<file path="config.mk">
export PLATFORM = sky130hd
export DESIGN_NAME = rva_ctrl
export DESIGN_NICKNAME = d
export VERILOG_FILES = /design/src/rva_pkg.sv /design/src/rva_ctrl.sv
export SDC_FILE = /design/constraint.sdc
export NUM_CORES = 1
export LEC_CHECK = 0
export ABC_AREA = 1
export BUFFER_PORTS_ARGS = -buffer_cell sky130_fd_sc_hd__buf_2
export CORE_AREA = 4 4 42 44
export DETAILED_ROUTE_END_ITERATION = 8
export DIE_AREA = 0 0 46 48
export HOLD_SLACK_MARGIN = 0.12
export SYNTH_ARGS = -nofsm -noshare
export SYNTH_HDL_FRONTEND = slang
export SYNTH_SLANG_ARGS = --single-unit
export TNS_END_PERCENT = 1
</file>
<file path="constraint.sdc">
create_clock -name clk_i -period 1.15 [get_ports clk_i]
set_input_delay 0.23 -clock clk_i [delete_from_list [all_inputs] [get_ports clk_i]]
set_output_delay 0.23 -clock clk_i [all_outputs]
set_load 0.02 [all_outputs]
</file>
<file path="src/rva_pkg.sv">
`timescale 1ns / 1ps
package rva_pkg;

  localparam int unsigned SampleW = 16;
  localparam int unsigned CountW  = 17;
  localparam int unsigned SumW    = 33;
  localparam int unsigned SqW     = 48;
  localparam int unsigned MagW    = 32;
  localparam int unsigned NumW    = 62;
  localparam int unsigned DenW    = 32;
  localparam int unsigned VarW    = 32;
  localparam int unsigned UsedW   = 16;
  localparam int unsigned HalfW   = 24;
  localparam int unsigned OutW    = 56;

  localparam logic [CountW-1:0] MaxItems = CountW'(65535);

  typedef enum logic [1:0] {
    ST_OK       = 2'd0,
    ST_EMPTY    = 2'd1,
    ST_SINGLE   = 2'd2,
    ST_OVERFLOW = 2'd3
  } status_e;

  // Commands from the controller to the datapath.
  typedef struct packed {
    logic accum;     // an input transaction completes this cycle
    logic mul0;      // first partial product, square of the sum, divisor
    logic mul1;      // second partial product and n*Q
    logic sub;       // numerator n*Q - S*S
    logic div_init;  // saturation check and divider load
    logic div_step;  // one quotient bit
    logic finish;    // load the result and clear the accumulators
  } cmd_t;

  // Status from the datapath to the controller.
  typedef struct packed {
    logic special;   // the set ends without a division
  } dp_status_t;

endpackage

</file>
<file path="src/rva_ctrl.sv">
`timescale 1ns / 1ps
module rva_ctrl (
  input  logic              clk_i,
  input  logic              rst_ni,
  input  logic              s_valid_i,
  input  logic              s_last_i,
  output logic              s_ready_o,
  output logic              m_valid_o,
  input  logic              m_ready_i,
  input  rva_pkg::dp_status_t st_i,
  output rva_pkg::cmd_t     cmd_o
);
  import rva_pkg::*;

  typedef enum logic [2:0] {
    S_ACCUM, S_MUL0, S_MUL1, S_SUB, S_DINIT, S_DIV, S_FINISH
  } state_e;

  state_e     state_q;
  logic [4:0] step_q;
  logic       out_valid_q;
  logic       accept;
  logic       load_out;

  assign s_ready_o = (state_q == S_ACCUM);
  assign accept    = s_valid_i && s_ready_o;
  assign load_out  = (state_q == S_FINISH) && (!out_valid_q || m_ready_i);
  assign m_valid_o = out_valid_q;

  always_comb begin
    cmd_o          = '0;
    cmd_o.accum    = accept;
    cmd_o.mul0     = (state_q == S_MUL0);
    cmd_o.mul1     = (state_q == S_MUL1);
    cmd_o.sub      = (state_q == S_SUB);
    cmd_o.div_init = (state_q == S_DINIT);
    cmd_o.div_step = (state_q == S_DIV);
    cmd_o.finish   = load_out;
  end

  always_ff @(posedge clk_i or negedge rst_ni) begin
    if (!rst_ni) begin
      state_q     <= S_ACCUM;
      step_q      <= '0;
      out_valid_q <= 1'b0;
    end else begin
      if (load_out) begin
        out_valid_q <= 1'b1;
      end else if (m_ready_i) begin
        out_valid_q <= 1'b0;
      end
      unique case (state_q)
        S_ACCUM: begin
          if (accept && s_last_i) begin
            state_q <= S_MUL0;
          end
        end
        S_MUL0: begin
          state_q <= st_i.special ? S_FINISH : S_MUL1;
        end
        S_MUL1: state_q <= S_SUB;
        S_SUB: state_q <= S_DINIT;
        S_DINIT: begin
          step_q  <= '0;
          state_q <= S_DIV;
        end
        S_DIV: begin
          step_q <= step_q + 5'd1;
          if (step_q == 5'd31) begin
            state_q <= S_FINISH;
          end
        end
        S_FINISH: begin
          if (load_out) begin
            state_q <= S_ACCUM;
          end
        end
        default: state_q <= S_ACCUM;
      endcase
    end
  end

endmodule

</file>
==> impl_metrics.tcl <==
set metrics [dict create \
    status "complete, but fails checks" \
    violations "setup timing" \
    seqPwrFrac 0.291 \
    gr-total-overflow 0 \
    internal_power_w 0.00117 \
    startpoint_type "register" \
    synthTopCellsByArea "dfrtp_1 (42%), nand2_1 (17%), inv_1 (8.3%), nor2_1 (5.6%), ha_1 (4.6%)" \
    syn_nets 85 \
    grt_pass1_wl_um 1830 \
    numCtsBuffers 3 \
    start_util 0.376 \
    via_per_inst 4.72 \
    place_inst 112 \
    p_switching_w 0.000932 \
    maxCapViolations 0 \
    p_per_area_nw_per_um2 2660 \
    layout_common_cells "nand2_1 (24), buf_4 (15), inv_1 (9)" \
    antenna_found_initial 0 \
    max_slew_margin 0.862 \
    finalCriticalPeriod_ns 1.38 \
    antenna_cells 0 \
    ys_warn_count 0 \
    synth_top_area_share 0.417 \
    fin_crit_sh 1.20 \
    hold_viol_final 0 \
    worstSkewPairLatency_ns 0.26 \
    clkPwrFrac 0.116 \
    p_leak_nw 0.464 \
    area_growth_pct 46.3 \
    drv_slew 0 \
    drcViolationCount 0 \
    ys_seq_area_frac 0.417 \
    core_area_um2 1440 \
    grt_pass1_vias 449 \
    fin_util 0.551 \
    row_count 14 \
    dp_hpwl_um 910 \
    crit_path_end_kind "primary output" \
    ys_ff_latch 9 \
    post-place-ws_ns -0.153 \
    synth.avg_cell_area_um2 7.02 \
    ant_nets 0 \
    firstDrtPassIters 4 \
    synth_cells 77 \
    rr_worst_depth 8 \
    switching_share 0.444 \
    die_area_um2 2210 \
    final_common_cell "nand2_1" \
    n_fill_cell 138 \
    setup_tns_ns -2.00 \
    cts_tree "built" \
    finalSetupViolCount 12 \
    routedWlPerCell_um 9.75 \
    pin_count 15 \
    pwr-share-comb 0.594 \
    die_w_um 46 \
    gp_congestion 0.759 \
    drt_iter0_drc 6 \
    max_freq_ghz 0.726 \
    clock_skew_ns 0.00839 \
    nets 112 \
    worstSetupPathType "reg2out" \
    ys_types 16 \
    htreeDepth 1 \
    final_cells 119 \
    clock_path_buffers 2 \
    finalWorstSetupSlack_ns -0.228 \
    path_max_fanout 4 \
    worst_pin_slew_ns 0.207 \
    track_usage 0.121 \
    vias 562 \
    grt_start_max_net_pins 10 \
    worstPathRequired_ns 0.92 \
    layout-drive-gt1-share 0.417 \
    vdd_drop_max_mv 1.36 \
    rsz0062_at_grt "true" \
    hp-class "in2reg" \
    portBuffers 14 \
    synth_area_leader_cell "dfrtp_1" \
    wirelength_um 1160 \
    clk_pin_slew_worst_paths_ns 0.06 \
    cts_root_buf "clkbuf_4" \
    min_path_cells 4 \
    clkSinkCount 9 \
    fp.dieH_um 48 \
    syn_area_um2 541 \
    cp_data_arrival_time_ns 1.15 \
    finalPower_w 0.00210 \
]
final timing paths:
kind | start | endpoint | slack (ns)
setup / recovery | state_q[0] | cmd_o[0] | -0.23
hold / removal | m_ready_i | m_valid_o | 0.27
setup reg to reg | step_q[1] | state_q[1] | -0.14
hold reg to reg | step_q[4] | step_q[4] | 0.48
max in group asynchronous | rst_ni | state_q[2] | 0.60
min in group asynchronous | rst_ni | step_q[0] | 0.35
per-stage QoR:
stage | hold WS (ns) | cell area [µm²]
3_5_place_dp | 0.0917 | 676
6_report | 0.269 | 791
2_1_floorplan | -0.0656 | 548
4_1_cts | 0.250 | 744
5_1_grt | 0.253 | 791
3_3_place_gp | 0.0917 | 676
final cells by class:
type,count,area [µm²],share of cell area
Clock buffer,4,26.3,0.0332
Inverter,14,55.1,0.0696
Multi-Input combinational cell,51,274,0.347
Sequential cell,9,229,0.290
Tap cell,16,20.0,0.0253
Timing Repair Buffer,25,186,0.236
critical path: stages (launching register included):
cell     delay, ns
dfrtp_2       0.45
inv_4         0.09
nand3_2       0.09
a21oi_2       0.13
buf_6         0.13
timing repair:
item                       in CTS  in global routing
resized for setup              15                  9
setup buffers                   0                  2
setup endpoints to repair      12                 16
hold endpoints to repair        9                  0
hold buffers                    1                  0
pin swaps                       1                  0
cell usage after synthesis:
| master | count |
|---|---|
| a21oi_1 | 1 |
| buf_4 | 3 |
| dfrtp_1 | 9 |
| ha_1 | 2 |
| inv_1 | 12 |
| inv_2 | 2 |
| nand2_1 | 25 |
| nand3_1 | 5 |
| nand3_2 | 1 |
| nand4_1 | 1 |
| nor2_1 | 8 |
| nor3_1 | 1 |
| o21ai_0 | 4 |
| o21bai_1 | 1 |
| o22ai_1 | 1 |
| or2_2 | 1 |
power groups by stage:
stage	Sequential [W]	Clock [W]	Combinational, W
floorplan	0.000548	0	0.000677
global placement	0.000544	0	0.00107
detailed placement	0.000549	0	0.00107
CTS	0.000574	0.000258	0.00114
global route	0.000625	0.000283	0.00140
finish	0.000611	0.000243	0.00125
metal layers:
metal,track usage,share of wire
met4,0.0852,0.027
met1,0.139,0.42
met5,0,0
met3,0.0338,0.072
met2,0.195,0.49
logic make-up (layout without fill, tap and decap cells):
group | count (synthesis) | in the layout | share of synthesized area
fa+ha+maj | 2 | 2 | 0.0463
simple gates | 42 | 42 | 0.326
flops | 9 | 9 | 0.417
compound gates | 7 | 7 | 0.0718
buf+inv | 17 | 43 | 0.139
state kept, by name, indices dropped and copies added, names as in the netlist:
name,flops
m_valid_o,1
state_q,3
step_q,5
(Power assumes the default switching activity.)
